===== src/rtl/trapezoidal_step_profile_generator_defines.svh =====
// Assertion macros for the step profile generator.
// Included by RTL files that carry concurrent checks; expects i_clk and i_rst_n in scope.
`ifndef TRAPEZOIDAL_STEP_PROFILE_GENERATOR_DEFINES_SVH
`define TRAPEZOIDAL_STEP_PROFILE_GENERATOR_DEFINES_SVH

// same-cycle implication
`define TSPG_ASSERT_IMP(lbl, ante, cons) \
    lbl: assert property (@(posedge i_clk) disable iff (!i_rst_n) (ante) |-> (cons)) \
        else $error("tspg check failed");

// next-cycle implication
`define TSPG_ASSERT_NEXT(lbl, ante, cons) \
    lbl: assert property (@(posedge i_clk) disable iff (!i_rst_n) (ante) |=> (cons)) \
        else $error("tspg check failed");

`endif


===== src/rtl/tspg_pkg.sv =====
// Shared types and constants for the step profile generator.
// No dependencies; used by tspg_mul, tspg_div and the top level.
package tspg_pkg;

    // field widths
    localparam int POS_W     = 32;
    localparam int DT_W      = 16;
    localparam int VEL_W     = 21;
    localparam int STEP_W    = 18;
    localparam int FRAC_W    = 20;

    // serial arithmetic widths
    localparam int MUL_A_W   = 24;
    localparam int MUL_B_W   = 21;
    localparam int PROD_W    = MUL_A_W + MUL_B_W;
    localparam int DIVR_W    = 26;
    localparam int MUL_CNT_W = $clog2(MUL_B_W);
    localparam int DIV_CNT_W = $clog2(PROD_W);

    localparam logic [FRAC_W-1:0] US_PER_SEC = 20'd1000000;

    // opcodes
    localparam logic [2:0] OP_TICK     = 3'd0;
    localparam logic [2:0] OP_STOP     = 3'd1;
    localparam logic [2:0] OP_MOVE_ABS = 3'd2;
    localparam logic [2:0] OP_MOVE_REL = 3'd3;
    localparam logic [2:0] OP_VEL_MOVE = 3'd4;
    localparam logic [2:0] OP_HOME     = 3'd5;

    // configuration register indexes
    localparam logic [1:0] CFG_MAX_VEL  = 2'd0;
    localparam logic [1:0] CFG_MAX_ACC  = 2'd1;
    localparam logic [1:0] CFG_HOME_SPD = 2'd2;

    typedef enum logic [1:0] {
        MODE_IDLE     = 2'd0,
        MODE_POSITION = 2'd1,
        MODE_HOMING   = 2'd2,
        MODE_VELOCITY = 2'd3
    } t_mode;

endpackage


===== src/rtl/tspg_mul.sv =====
// Bit-serial shift-add multiplier, one multiplier bit per cycle.
// Depends on tspg_pkg for widths.
module tspg_mul (
    input  logic                               i_clk,
    input  logic                               i_rst_n,
    input  logic                               i_start,
    input  logic [tspg_pkg::MUL_A_W-1:0]       i_a,
    input  logic [tspg_pkg::MUL_B_W-1:0]       i_b,
    output logic                               o_done,
    output logic [tspg_pkg::PROD_W-1:0]        o_prod
);

    logic [tspg_pkg::PROD_W-1:0]    r_acc;
    logic [tspg_pkg::PROD_W-1:0]    r_a;
    logic [tspg_pkg::MUL_B_W-1:0]   r_b;
    logic [tspg_pkg::MUL_CNT_W-1:0] r_cnt;
    logic                           r_busy;
    logic                           r_done;
    logic [tspg_pkg::PROD_W-1:0]    n_acc;
    logic                           w_last;

    assign n_acc  = r_b[0] ? (r_acc + r_a) : r_acc;
    assign w_last = (r_cnt == tspg_pkg::MUL_CNT_W'(tspg_pkg::MUL_B_W - 1));

    // one partial product per cycle
    always_ff @(posedge i_clk) begin
        if (!i_rst_n) begin
            r_busy <= 1'b0;
            r_done <= 1'b0;
            r_cnt  <= '0;
        end else begin
            r_done <= r_busy && !i_start && w_last;
            if (i_start) begin
                r_acc  <= '0;
                r_a    <= {{(tspg_pkg::PROD_W - tspg_pkg::MUL_A_W){1'b0}}, i_a};
                r_b    <= i_b;
                r_cnt  <= '0;
                r_busy <= 1'b1;
            end else if (r_busy) begin
                r_acc <= n_acc;
                r_a   <= {r_a[tspg_pkg::PROD_W-2:0], 1'b0};
                r_b   <= {1'b0, r_b[tspg_pkg::MUL_B_W-1:1]};
                r_cnt <= r_cnt + 1'b1;
                if (w_last)
                    r_busy <= 1'b0;
            end
        end
    end

    assign o_done = r_done;
    assign o_prod = r_acc;

endmodule


===== src/rtl/tspg_div.sv =====
// Restoring divider, one quotient bit per cycle.
// Depends on tspg_pkg for widths.
module tspg_div (
    input  logic                          i_clk,
    input  logic                          i_rst_n,
    input  logic                          i_start,
    input  logic [tspg_pkg::PROD_W-1:0]   i_num,
    input  logic [tspg_pkg::DIVR_W-1:0]   i_den,
    output logic                          o_done,
    output logic [tspg_pkg::PROD_W-1:0]   o_quo,
    output logic [tspg_pkg::DIVR_W-1:0]   o_rem
);

    logic [tspg_pkg::DIVR_W-1:0]    r_rem;
    logic [tspg_pkg::PROD_W-1:0]    r_quo;
    logic [tspg_pkg::DIVR_W-1:0]    r_den;
    logic [tspg_pkg::DIV_CNT_W-1:0] r_cnt;
    logic                           r_busy;
    logic                           r_done;
    logic [tspg_pkg::DIVR_W:0]      w_trial;
    logic                           w_fit;
    logic                           w_last;

    assign w_trial = {r_rem, r_quo[tspg_pkg::PROD_W-1]};
    assign w_fit   = (w_trial >= {1'b0, r_den});
    assign w_last  = (r_cnt == tspg_pkg::DIV_CNT_W'(tspg_pkg::PROD_W - 1));

    // shift in one dividend bit, trial subtract
    always_ff @(posedge i_clk) begin
        if (!i_rst_n) begin
            r_busy <= 1'b0;
            r_done <= 1'b0;
            r_cnt  <= '0;
        end else begin
            r_done <= r_busy && !i_start && w_last;
            if (i_start) begin
                r_rem  <= '0;
                r_quo  <= i_num;
                r_den  <= i_den;
                r_cnt  <= '0;
                r_busy <= 1'b1;
            end else if (r_busy) begin
                r_rem <= w_fit ? tspg_pkg::DIVR_W'(w_trial - {1'b0, r_den})
                               : w_trial[tspg_pkg::DIVR_W-1:0];
                r_quo <= {r_quo[tspg_pkg::PROD_W-2:0], w_fit};
                r_cnt <= r_cnt + 1'b1;
                if (w_last)
                    r_busy <= 1'b0;
            end
        end
    end

    assign o_done = r_done;
    assign o_quo  = r_quo;
    assign o_rem  = r_rem;

endmodule


===== src/rtl/trapezoidal_step_profile_generator.sv =====
// Commands: ST_LOAD puts the result in the output register, then ST_IDLE takes the next item.
// A moving tick runs serial passes, each a start, a multiply and a divide state:
// velocity step, step cap, braking distance (position mode, nonzero speed) and step count,
// plus the ramp and load states before the result reaches the output register.
// One item in work at a time; a result waits in the output register while the next is taken.
// Reset (sync, active low): mode idle, position/targets/velocity/remainder 0, limits 1000/10000.
`include "trapezoidal_step_profile_generator_defines.svh"
module trapezoidal_step_profile_generator (
    input  logic        i_clk,
    input  logic        i_rst_n,
    // tdata: operand[31:0], elapsed_us[47:32], home_sensor[48], home_timed_out[49], zero pad
    input  logic [55:0] s_axis_tdata,
    // tuser: opcode[2:0]
    input  logic [2:0]  s_axis_tuser,
    input  logic        s_axis_tvalid,
    output logic        s_axis_tready,
    // tdata: steps_issued[17:0], position_now[49:18], velocity_now[70:50],
    //        mode_now[72:71], move_done[73], zero pad
    output logic [79:0] m_axis_tdata,
    output logic        m_axis_tvalid,
    input  logic        m_axis_tready,
    input  logic        i_cfg_valid,
    output logic        o_cfg_ready,
    input  logic [1:0]  i_cfg_index,
    input  logic [23:0] i_cfg_data
);

    typedef enum logic [2:0] {
        ST_IDLE, ST_MSTART, ST_MUL, ST_DIV, ST_RAMP, ST_LOAD
    } t_state;

    typedef enum logic [1:0] {
        PH_DV, PH_CAP, PH_DD, PH_STEP
    } t_phase;

    t_state r_state;
    t_phase r_phase;

    // configuration
    logic [19:0] r_vmax;
    logic [23:0] r_amax;
    logic [19:0] r_hspd;

    // motion state
    tspg_pkg::t_mode    r_mode;
    logic [31:0]        r_pos;
    logic [31:0]        r_tgt;
    logic signed [20:0] r_vel;
    logic signed [20:0] r_tvel;
    logic [19:0]        r_frac;

    // per-tick working registers
    logic [15:0]        r_dt;
    logic               r_neg;
    logic [31:0]        r_mag;
    logic [20:0]        r_dv;
    logic [17:0]        r_cap;
    logic [40:0]        r_dd;
    logic               r_tneg;
    logic signed [17:0] r_steps;

    // output register
    logic [79:0] r_out_data;
    logic        r_out_valid;
    logic        w_load;

    // limits with zero read as one
    logic [19:0] w_vlim;
    logic [23:0] w_accl;
    assign w_vlim = (r_vmax == '0) ? 20'd1 : r_vmax;
    assign w_accl = (r_amax == '0) ? 24'd1 : r_amax;

    // input fields
    logic [2:0]         w_op;
    logic signed [31:0] w_operand;
    logic [15:0]        w_dt;
    logic               w_sensor;
    logic               w_tout;
    logic               w_in_acc;
    assign w_op      = s_axis_tuser;
    assign w_operand = signed'(s_axis_tdata[31:0]);
    assign w_dt      = s_axis_tdata[47:32];
    assign w_sensor  = s_axis_tdata[48];
    assign w_tout    = s_axis_tdata[49];
    assign s_axis_tready = (r_state == ST_IDLE);
    assign w_in_acc  = s_axis_tvalid && s_axis_tready;

    // result moves into the output register
    assign w_load = (r_state == ST_LOAD) && (!r_out_valid || m_axis_tready);

    // remaining distance
    logic [31:0] w_rem;
    assign w_rem = r_tgt - r_pos;

    // velocity command saturated to the limit
    logic signed [32:0] w_op_ext;
    logic signed [32:0] w_lim_ext;
    logic signed [20:0] w_op_sat;
    assign w_op_ext  = {w_operand[31], w_operand};
    assign w_lim_ext = signed'({13'd0, w_vlim});
    always_comb begin
        if (w_op_ext > w_lim_ext)
            w_op_sat = signed'({1'b0, w_vlim});
        else if (w_op_ext < -w_lim_ext)
            w_op_sat = -signed'({1'b0, w_vlim});
        else
            w_op_sat = w_operand[20:0];
    end

    // homing speed
    logic [19:0]        w_hs0;
    logic [19:0]        w_hs;
    logic signed [20:0] w_home_tv;
    assign w_hs0     = (r_hspd != '0) ? r_hspd : w_vlim;
    assign w_hs      = (w_hs0 > w_vlim) ? w_vlim : w_hs0;
    assign w_home_tv = s_axis_tdata[15] ? -signed'({1'b0, w_hs}) : signed'({1'b0, w_hs});

    // magnitude of the current velocity
    logic [20:0] w_vabs;
    assign w_vabs = r_vel[20] ? 21'(-r_vel) : 21'(r_vel);

    // serial units
    logic                         w_mul_start;
    logic [tspg_pkg::MUL_A_W-1:0] w_mul_a;
    logic [tspg_pkg::MUL_B_W-1:0] w_mul_b;
    logic                         w_mul_done;
    logic [tspg_pkg::PROD_W-1:0]  w_prod;
    logic                         w_div_start;
    logic [tspg_pkg::PROD_W-1:0]  w_div_num;
    logic [tspg_pkg::DIVR_W-1:0]  w_div_den;
    logic                         w_div_done;
    logic [tspg_pkg::PROD_W-1:0]  w_quo;
    logic [tspg_pkg::DIVR_W-1:0]  w_drem;

    assign w_mul_start = (r_state == ST_MSTART);
    always_comb begin
        case (r_phase)
            PH_DV:   begin w_mul_a = w_accl;           w_mul_b = {5'd0, r_dt}; end
            PH_CAP:  begin w_mul_a = {4'd0, w_vlim};   w_mul_b = {5'd0, r_dt}; end
            PH_DD:   begin w_mul_a = {3'd0, w_vabs};   w_mul_b = w_vabs;       end
            default: begin w_mul_a = {3'd0, w_vabs};   w_mul_b = {5'd0, r_dt}; end
        endcase
    end

    // signed step total: v*dt + remainder
    logic signed [45:0] w_total;
    logic [44:0]        w_tmag;
    assign w_total = r_vel[20] ? (signed'({26'd0, r_frac}) - signed'({1'b0, w_prod}))
                               : (signed'({1'b0, w_prod}) + signed'({26'd0, r_frac}));
    assign w_tmag  = w_total[45] ? 45'(-w_total) : 45'(w_total);

    assign w_div_start = (r_state == ST_MUL) && w_mul_done;
    assign w_div_num   = (r_phase == PH_STEP) ? w_tmag : w_prod;
    assign w_div_den   = (r_phase == PH_DD) ? {1'b0, w_accl, 1'b0}
                                            : {6'd0, tspg_pkg::US_PER_SEC};

    tspg_mul u_mul (
        .i_clk   (i_clk),
        .i_rst_n (i_rst_n),
        .i_start (w_mul_start),
        .i_a     (w_mul_a),
        .i_b     (w_mul_b),
        .o_done  (w_mul_done),
        .o_prod  (w_prod)
    );

    tspg_div u_div (
        .i_clk   (i_clk),
        .i_rst_n (i_rst_n),
        .i_start (w_div_start),
        .i_num   (w_div_num),
        .i_den   (w_div_den),
        .o_done  (w_div_done),
        .o_quo   (w_quo),
        .o_rem   (w_drem)
    );

    // ramp toward a goal by at most dv
    function automatic logic signed [23:0] ramp_to(
        input logic signed [23:0] v,
        input logic signed [23:0] goal,
        input logic signed [23:0] dv
    );
        logic signed [23:0] up;
        logic signed [23:0] dn;
        up = v + dv;
        dn = v - dv;
        if (v < goal)
            ramp_to = (up > goal) ? goal : up;
        else if (v > goal)
            ramp_to = (dn < goal) ? goal : dn;
        else
            ramp_to = goal;
    endfunction

    // new velocity after ramp and limit
    logic signed [23:0] w_v24;
    logic signed [23:0] w_dv24;
    logic signed [23:0] w_lim24;
    logic signed [23:0] w_tv24;
    logic signed [23:0] w_tvabs24;
    logic signed [23:0] w_cruise;
    logic signed [23:0] w_goal;
    logic signed [23:0] w_up;
    logic signed [23:0] w_dn;
    logic signed [23:0] w_nv;
    logic signed [20:0] n_vel;
    assign w_v24     = 24'(r_vel);
    assign w_dv24    = signed'({3'd0, r_dv});
    assign w_lim24   = signed'({4'd0, w_vlim});
    assign w_tv24    = 24'(r_tvel);
    assign w_tvabs24 = r_tvel[20] ? -w_tv24 : w_tv24;
    assign w_cruise  = (r_tvel == '0 || w_tvabs24 > w_lim24) ? w_lim24 : w_tvabs24;
    assign w_goal    = r_neg ? -w_cruise : w_cruise;
    assign w_up      = w_v24 + w_dv24;
    assign w_dn      = w_v24 - w_dv24;
    always_comb begin
        if (r_mode == tspg_pkg::MODE_POSITION) begin
            if ({9'd0, r_mag} <= r_dd)
                w_nv = ramp_to(w_v24, 24'sd0, w_dv24);
            else if (!r_neg)
                w_nv = (w_v24 < w_goal) ? ((w_up > w_goal) ? w_goal : w_up) : w_goal;
            else
                w_nv = (w_v24 > w_goal) ? ((w_dn < w_goal) ? w_goal : w_dn) : w_goal;
        end else begin
            w_nv = ramp_to(w_v24, w_tv24, w_dv24);
        end
        if (w_nv > w_lim24)
            n_vel = w_lim24[20:0];
        else if (w_nv < -w_lim24)
            n_vel = 21'(-w_lim24);
        else
            n_vel = w_nv[20:0];
    end

    // floor division fix-up, step cap and arrival clamp
    logic signed [19:0] w_q0;
    logic signed [19:0] w_capv;
    logic signed [19:0] n_q;
    logic [19:0]        n_frac;
    logic [19:0]        w_r0;
    logic [19:0]        w_qabs;
    assign w_q0   = signed'(w_quo[19:0]);
    assign w_r0   = w_drem[19:0];
    assign w_capv = signed'({2'd0, r_cap});
    always_comb begin
        if (r_tneg && w_r0 != '0) begin
            n_q    = -(w_q0 + 20'sd1);
            n_frac = tspg_pkg::US_PER_SEC - w_r0;
        end else if (r_tneg) begin
            n_q    = -w_q0;
            n_frac = '0;
        end else begin
            n_q    = w_q0;
            n_frac = w_r0;
        end
        if (n_q > w_capv) begin
            n_q    = w_capv;
            n_frac = '0;
        end else if (n_q < -w_capv) begin
            n_q    = -w_capv;
            n_frac = '0;
        end
        w_qabs = n_q[19] ? 20'(-n_q) : 20'(n_q);
        if (r_mode == tspg_pkg::MODE_POSITION && {12'd0, w_qabs} > r_mag) begin
            if (!r_neg && n_q > 20'sd0) begin
                n_q    = signed'(r_mag[19:0]);
                n_frac = '0;
            end else if (r_neg && n_q < 20'sd0) begin
                n_q    = -signed'(r_mag[19:0]);
                n_frac = '0;
            end
        end
    end

    // configuration writes
    assign o_cfg_ready = 1'b1;

    // sequencer and state
    always_ff @(posedge i_clk) begin
        if (!i_rst_n) begin
            r_state     <= ST_IDLE;
            r_phase     <= PH_DV;
            r_vmax      <= 20'd1000;
            r_amax      <= 24'd10000;
            r_hspd      <= '0;
            r_mode      <= tspg_pkg::MODE_IDLE;
            r_pos       <= '0;
            r_tgt       <= '0;
            r_vel       <= '0;
            r_tvel      <= '0;
            r_frac      <= '0;
            r_out_valid <= 1'b0;
        end else begin
            if (i_cfg_valid) begin
                unique case (i_cfg_index)
                    tspg_pkg::CFG_MAX_VEL:  r_vmax <= i_cfg_data[19:0];
                    tspg_pkg::CFG_MAX_ACC:  r_amax <= i_cfg_data;
                    tspg_pkg::CFG_HOME_SPD: r_hspd <= i_cfg_data[19:0];
                    default: ;
                endcase
            end

            if (r_out_valid && m_axis_tready && !w_load)
                r_out_valid <= 1'b0;

            unique case (r_state)
                ST_IDLE: begin
                    if (w_in_acc) begin
                        r_steps <= '0;
                        r_dt    <= w_dt;
                        r_neg   <= w_rem[31];
                        r_mag   <= w_rem[31] ? (32'd0 - w_rem) : w_rem;
                        unique case (w_op)
                            tspg_pkg::OP_TICK: begin
                                if (r_mode == tspg_pkg::MODE_POSITION) begin
                                    if (w_rem == '0) begin
                                        r_mode  <= tspg_pkg::MODE_IDLE;
                                        r_vel   <= '0;
                                        r_tvel  <= '0;
                                        r_frac  <= '0;
                                        r_state <= ST_LOAD;
                                    end else begin
                                        r_phase <= PH_DV;
                                        r_state <= ST_MSTART;
                                    end
                                end else if (r_mode == tspg_pkg::MODE_IDLE) begin
                                    r_vel   <= '0;
                                    r_state <= ST_LOAD;
                                end else if ((r_mode == tspg_pkg::MODE_HOMING &&
                                              (w_tout || w_sensor)) || r_tvel == '0) begin
                                    if (r_mode == tspg_pkg::MODE_HOMING && !w_tout && w_sensor)
                                        r_pos <= '0;
                                    r_mode  <= tspg_pkg::MODE_IDLE;
                                    r_vel   <= '0;
                                    r_tvel  <= '0;
                                    r_frac  <= '0;
                                    r_state <= ST_LOAD;
                                end else begin
                                    r_phase <= PH_DV;
                                    r_state <= ST_MSTART;
                                end
                            end
                            tspg_pkg::OP_STOP: begin
                                r_mode  <= tspg_pkg::MODE_IDLE;
                                r_vel   <= '0;
                                r_tvel  <= '0;
                                r_frac  <= '0;
                                r_state <= ST_LOAD;
                            end
                            tspg_pkg::OP_MOVE_ABS: begin
                                r_tgt   <= w_operand;
                                r_tvel  <= '0;
                                r_mode  <= tspg_pkg::MODE_POSITION;
                                r_state <= ST_LOAD;
                            end
                            tspg_pkg::OP_MOVE_REL: begin
                                r_tgt   <= r_pos + w_operand;
                                r_tvel  <= '0;
                                r_mode  <= tspg_pkg::MODE_POSITION;
                                r_state <= ST_LOAD;
                            end
                            tspg_pkg::OP_VEL_MOVE: begin
                                r_tvel  <= w_op_sat;
                                r_mode  <= tspg_pkg::MODE_VELOCITY;
                                r_state <= ST_LOAD;
                            end
                            tspg_pkg::OP_HOME: begin
                                r_tvel  <= w_home_tv;
                                r_mode  <= tspg_pkg::MODE_HOMING;
                                r_state <= ST_LOAD;
                            end
                            default: r_state <= ST_LOAD;
                        endcase
                    end
                end
                ST_MSTART: r_state <= ST_MUL;
                ST_MUL: begin
                    if (w_mul_done) begin
                        r_tneg  <= w_total[45];
                        r_state <= ST_DIV;
                    end
                end
                ST_DIV: begin
                    if (w_div_done) begin
                        unique case (r_phase)
                            PH_DV: begin
                                r_dv    <= (w_quo == '0) ? 21'd1 : w_quo[20:0];
                                r_phase <= PH_CAP;
                                r_state <= ST_MSTART;
                            end
                            PH_CAP: begin
                                r_cap <= w_quo[17:0] + 18'd1;
                                if (r_mode == tspg_pkg::MODE_POSITION && r_vel != '0) begin
                                    r_phase <= PH_DD;
                                    r_state <= ST_MSTART;
                                end else begin
                                    r_dd    <= '0;
                                    r_state <= ST_RAMP;
                                end
                            end
                            PH_DD: begin
                                r_dd    <= (w_quo == '0) ? 41'd1 : w_quo[40:0];
                                r_state <= ST_RAMP;
                            end
                            default: begin
                                r_steps <= n_q[17:0];
                                r_frac  <= n_frac;
                                r_pos   <= r_pos + 32'(n_q);
                                r_state <= ST_LOAD;
                            end
                        endcase
                    end
                end
                ST_RAMP: begin
                    r_vel   <= n_vel;
                    r_phase <= PH_STEP;
                    r_state <= ST_MSTART;
                end
                ST_LOAD: begin
                    if (w_load) begin
                        r_out_data  <= {6'd0,
                                        (r_mode == tspg_pkg::MODE_IDLE),
                                        r_mode,
                                        r_vel,
                                        r_pos,
                                        r_steps};
                        r_out_valid <= 1'b1;
                        r_state     <= ST_IDLE;
                    end
                end
                default: r_state <= ST_IDLE;
            endcase
        end
    end

    assign m_axis_tdata  = r_out_data;
    assign m_axis_tvalid = r_out_valid;

    // checks
    `TSPG_ASSERT_IMP(a_mul_done_in_mul, w_mul_done, r_state == ST_MUL)
    `TSPG_ASSERT_IMP(a_div_done_in_div, w_div_done, r_state == ST_DIV)
    `TSPG_ASSERT_NEXT(a_mul_to_div, r_state == ST_MUL && w_mul_done, r_state == ST_DIV)
    `TSPG_ASSERT_IMP(a_frac_range, 1'b1, r_frac < tspg_pkg::US_PER_SEC)
    `TSPG_ASSERT_IMP(a_idle_still, r_mode == tspg_pkg::MODE_IDLE, r_vel == '0)

endmodule


===== config.mk =====
export PLATFORM = sky130hd
export DESIGN_NAME = trapezoidal_step_profile_generator
export DESIGN_NICKNAME = d
export VERILOG_FILES = /design/src/rtl/tspg_pkg.sv /design/src/rtl/tspg_mul.sv /design/src/rtl/tspg_div.sv /design/src/rtl/trapezoidal_step_profile_generator.sv
export VERILOG_INCLUDE_DIRS = /design/src /design/src/rtl
export SDC_FILE = /design/constraint.sdc
export NUM_CORES = 2
export LEC_CHECK = 0
export ABC_AREA = 1
export BUFFER_PORTS_ARGS = -buffer_cell sky130_fd_sc_hd__buf_4
export CAP_MARGIN = 20
export CORE_MARGIN = 2
export CORE_UTILIZATION = 30
export DETAILED_ROUTE_END_ITERATION = 10
export PLACE_DENSITY_LB_ADDON = 0.2
export SYNTH_ARGS = -nofsm -noshare
export SYNTH_HDL_FRONTEND = slang
export SYNTH_HIERARCHICAL = 1
export SYNTH_SLANG_ARGS = --single-unit

===== constraint.sdc =====
create_clock -name i_clk -period 28.4 [get_ports i_clk]
set_clock_uncertainty 0.15 [all_clocks]
set_input_delay 1.42 -clock i_clk [delete_from_list [all_inputs] [get_ports i_clk]]
set_output_delay 1.42 -clock i_clk [all_outputs]
set_load 0.1 [all_outputs]

==> flow_summary.ini <==
[yosys]
async_flop_share_pct = 0
yosysWarnings = 6
yosys_most_used_dff = edfxtp_1
yosys.area.top_type = edfxtp_1
synth.area.top_cells = edfxtp_1 22%, nand2_1 14%, ha_1 13%
synth_seq_cells = 643
synth_area_um2 = 58700
ys_types = 84
synth_top_area_share_pct = 22.0
synth_edf_count = 430
synth-seq-area-share_pct = 29.3
synthCells = 8376
postSynthAreaPerCell_um2 = 7.00

[setup_path]
max_stage_delay_ns = 0.84
crit_path_max_fanout = 34
setup.worst_path.start = u_div/o_rem[0]
timing.rr.end = r_pos[30]
worstRegToRegCells = 73
path_common_cell = inv_1
critPathSlowestCell = clkinv_1
arrival_ns = 13.90
cp-start-kind = flop
required_ns = 28.83
worstSetupPathType = flop to flop
r2r_slack_ns = 14.92
r2r_start = u_div/o_rem[0]
cp-end-kind = flop

[detailed_routing]
ant_nets = 0
wl_um = 230000
drtIter0Drc = 5280
drt-wirelength-per-cell_um = 20.7
drtPass1Iterations = 8
drc = 0
vias = 57100
avgViaCountPerCell = 5.15

[placed_design]
place_hpwl_um = 182000
dp_cells = 10900
gp_congestion = 0.954
io_buffers = 159

[timing]
finalSetupViolations = 0
hold_violations = 0
max_slew_margin_pct = 27.7
rsz0062_at_grt = false
tightest_slew_ns = 1.08
period_minus_slack_ns = 13.48
max_freq_mhz = 74.2
period_share_pct = 47.5
slew_violations = 0
fin_setup_tns_ns = 0

[run_status]
status = finished clean

[clocking]
clk_latency_ns = 0.73
numCtsBuffers = 84
clock_path_buffers = 3
clock-root-buffer = clkbuf_16
cts_tree = yes
clk_pin_slew_ns = 0.06
cts_hold_buf = 0
htree_levels = 3
cts_resized = 0
cts_sinks = 643
post_cts_buffers = 0

[floorplan]
core_um2 = 195000
fp.dieW_um = 446
rows = 162
io-pin-count = 173
die_area_um2 = 199000
fp.dieH_um = 446
initial_core_util_pct = 30.1

[run]
drv_cap = 0

[grt]
antenna_found_initial = 12
grt_max_degree = 80
gr-total-overflow = 0
first_global_vias = 53600
grtUsageTotal_pct = 22.5
grt_pass1_wl_um = 340000

[finish]
nNetsFinal = 9161
fin_cells = 11100
drive_gt1_share_pct = 7.42
fillers = 20900
syn2layout_area_growth_pct = 12.1
multi_input_area_um2 = 36100
seq_area_um2 = 17200

[worst_hold_path]
holdPathEnd = m_axis_tdata[6]
hold_class = flop to flop
min-delay-start = r_steps[6]
worstHoldPathCells = 0

[pwr]
ir_drop_v = 0.000190
p_leak_uw = 0.0307
p_per_area_nw_per_um2 = 111
area by class of cell:
cell class              count  area share (%)
inverters                1166            6.67
repair buffers            261            3.06
clock buffers             106            3.46
flip-flops and latches    643            26.1
diodes                      4          0.0152
well taps                2542            4.84
multi-input cells        6319            54.9
clock inverters            50           0.955
cells in the final DEF, fill, tap and decap left out, types with 39 or more instances in the layout:
cell	instances
nand2_1	2124
inv_1	1110
nor2_1	778
a21oi_1	628
ha_1	588
o21ai_0	447
edfxtp_1	430
nand3_1	382
xor2_1	334
buf_4	257
dfxtp_1	212
nand4_1	119
nor3_1	104
xnor2_1	86
clkbuf_16	86
o211ai_1	82
nor4_1	52
nand2_2	44
a31oi_1	44
nor2_2	39
o21ai_1	39
state kept, by name (all words and copies together) (netlist names), 5 cells and up:
| register | flops |
|---|---|
| m_axis_tdata | 74 |
| u_div/o_quo | 45 |
| u_mul/o_prod | 45 |
| u_mul/r_a | 45 |
| r_dd | 41 |
| r_mag | 32 |
| r_pos | 32 |
| r_tgt | 32 |
| u_div/o_rem | 26 |
| u_div/r_den | 26 |
| r_amax | 24 |
| r_dv | 21 |
| r_tvel | 21 |
| r_vel | 21 |
| u_mul/r_b | 21 |
| r_frac | 20 |
| r_hspd | 20 |
| r_vmax | 20 |
| r_cap | 18 |
| r_steps | 18 |
| r_dt | 16 |
| u_div/r_cnt | 6 |
| u_mul/r_cnt | 5 |
worst max path at each step:
| stage | end | slack [ns] |
|---|---|---|
| finish | r_pos[30] | 14.92 |
| global route | r_pos[30] | 13.37 |
| CTS | r_pos[30] | 15.02 |
| detailed placement | r_pos[30] | 15.14 |
| global placement | r_pos[30] | 15.15 |
| floorplan | r_pos[30] | 17.80 |
power by group:
| part | leakage [µW] | internal, µW | total (µW) | switching (µW) |
|---|---|---|---|---|
| Clock | 0.00140 | 674 | 1150 | 475 |
| Combinational | 0.0236 | 1460 | 4820 | 3360 |
| Sequential | 0.00570 | 1180 | 1310 | 126 |
| Total | 0.0307 | 3310 | 7280 | 3960 |
synthesized netlist by cell type, drive strengths merged (15+ instances only):
cell type,number
nand3b,31
o21ai,496
xnor2,86
inv,1141
edfxtp,430
o211ai,84
or2,35
o2111ai,20
nand2,2175
o221ai,27
xor2,336
nand3,402
buf,70
nor3,121
clkinv,25
o31ai,17
nand4,121
and2,15
nor4,57
nor2,829
a211oi,28
o21bai,30
clkbuf,193
ha,588
dfxtp,213
a21oi,633
a31oi,45
per-stage QoR:
step	util, %	worst slack (ns)	hold WS (ns)	area (µm²)	total power, µW
floorplan	-	17.80	0.250	58700	4680
global placement	32.2	15.15	0.257	62700	5960
detailed placement	32.3	15.14	0.255	62800	6030
CTS	33.8	15.02	0.272	65700	7220
global route	33.8	13.37	0.278	65700	7890
finish	33.8	14.92	0.266	65700	7280
per-layer routing:
metal	global-route usage, %	share of wire, %	up-vias
met4	8.55	3.8	2
met1	31.1	46	26900
met5	0	0.0030	-
met3	2.88	6.2	359
met2	35.6	44	1820
li1	-	-	28000
cells by family after synthesis:
logic type	after synthesis	synth area share (%)
flops	643	29.3
buf+inv	1429	9.51
compound gates	1488	14.5
simple gates	3796	27.6
fa+ha+maj	596	12.8
xor+xnor	422	6.33
other cells	2	0.0128
critical path, delay by kind of cell (launching register included):
family          cells  cell delay, ns
simple gates       35            4.85
compound gates     19            4.46
buf+inv            15            2.22
fa+ha+maj           4            1.15
flops               1            0.49
(Power assumes the default switching activity.)
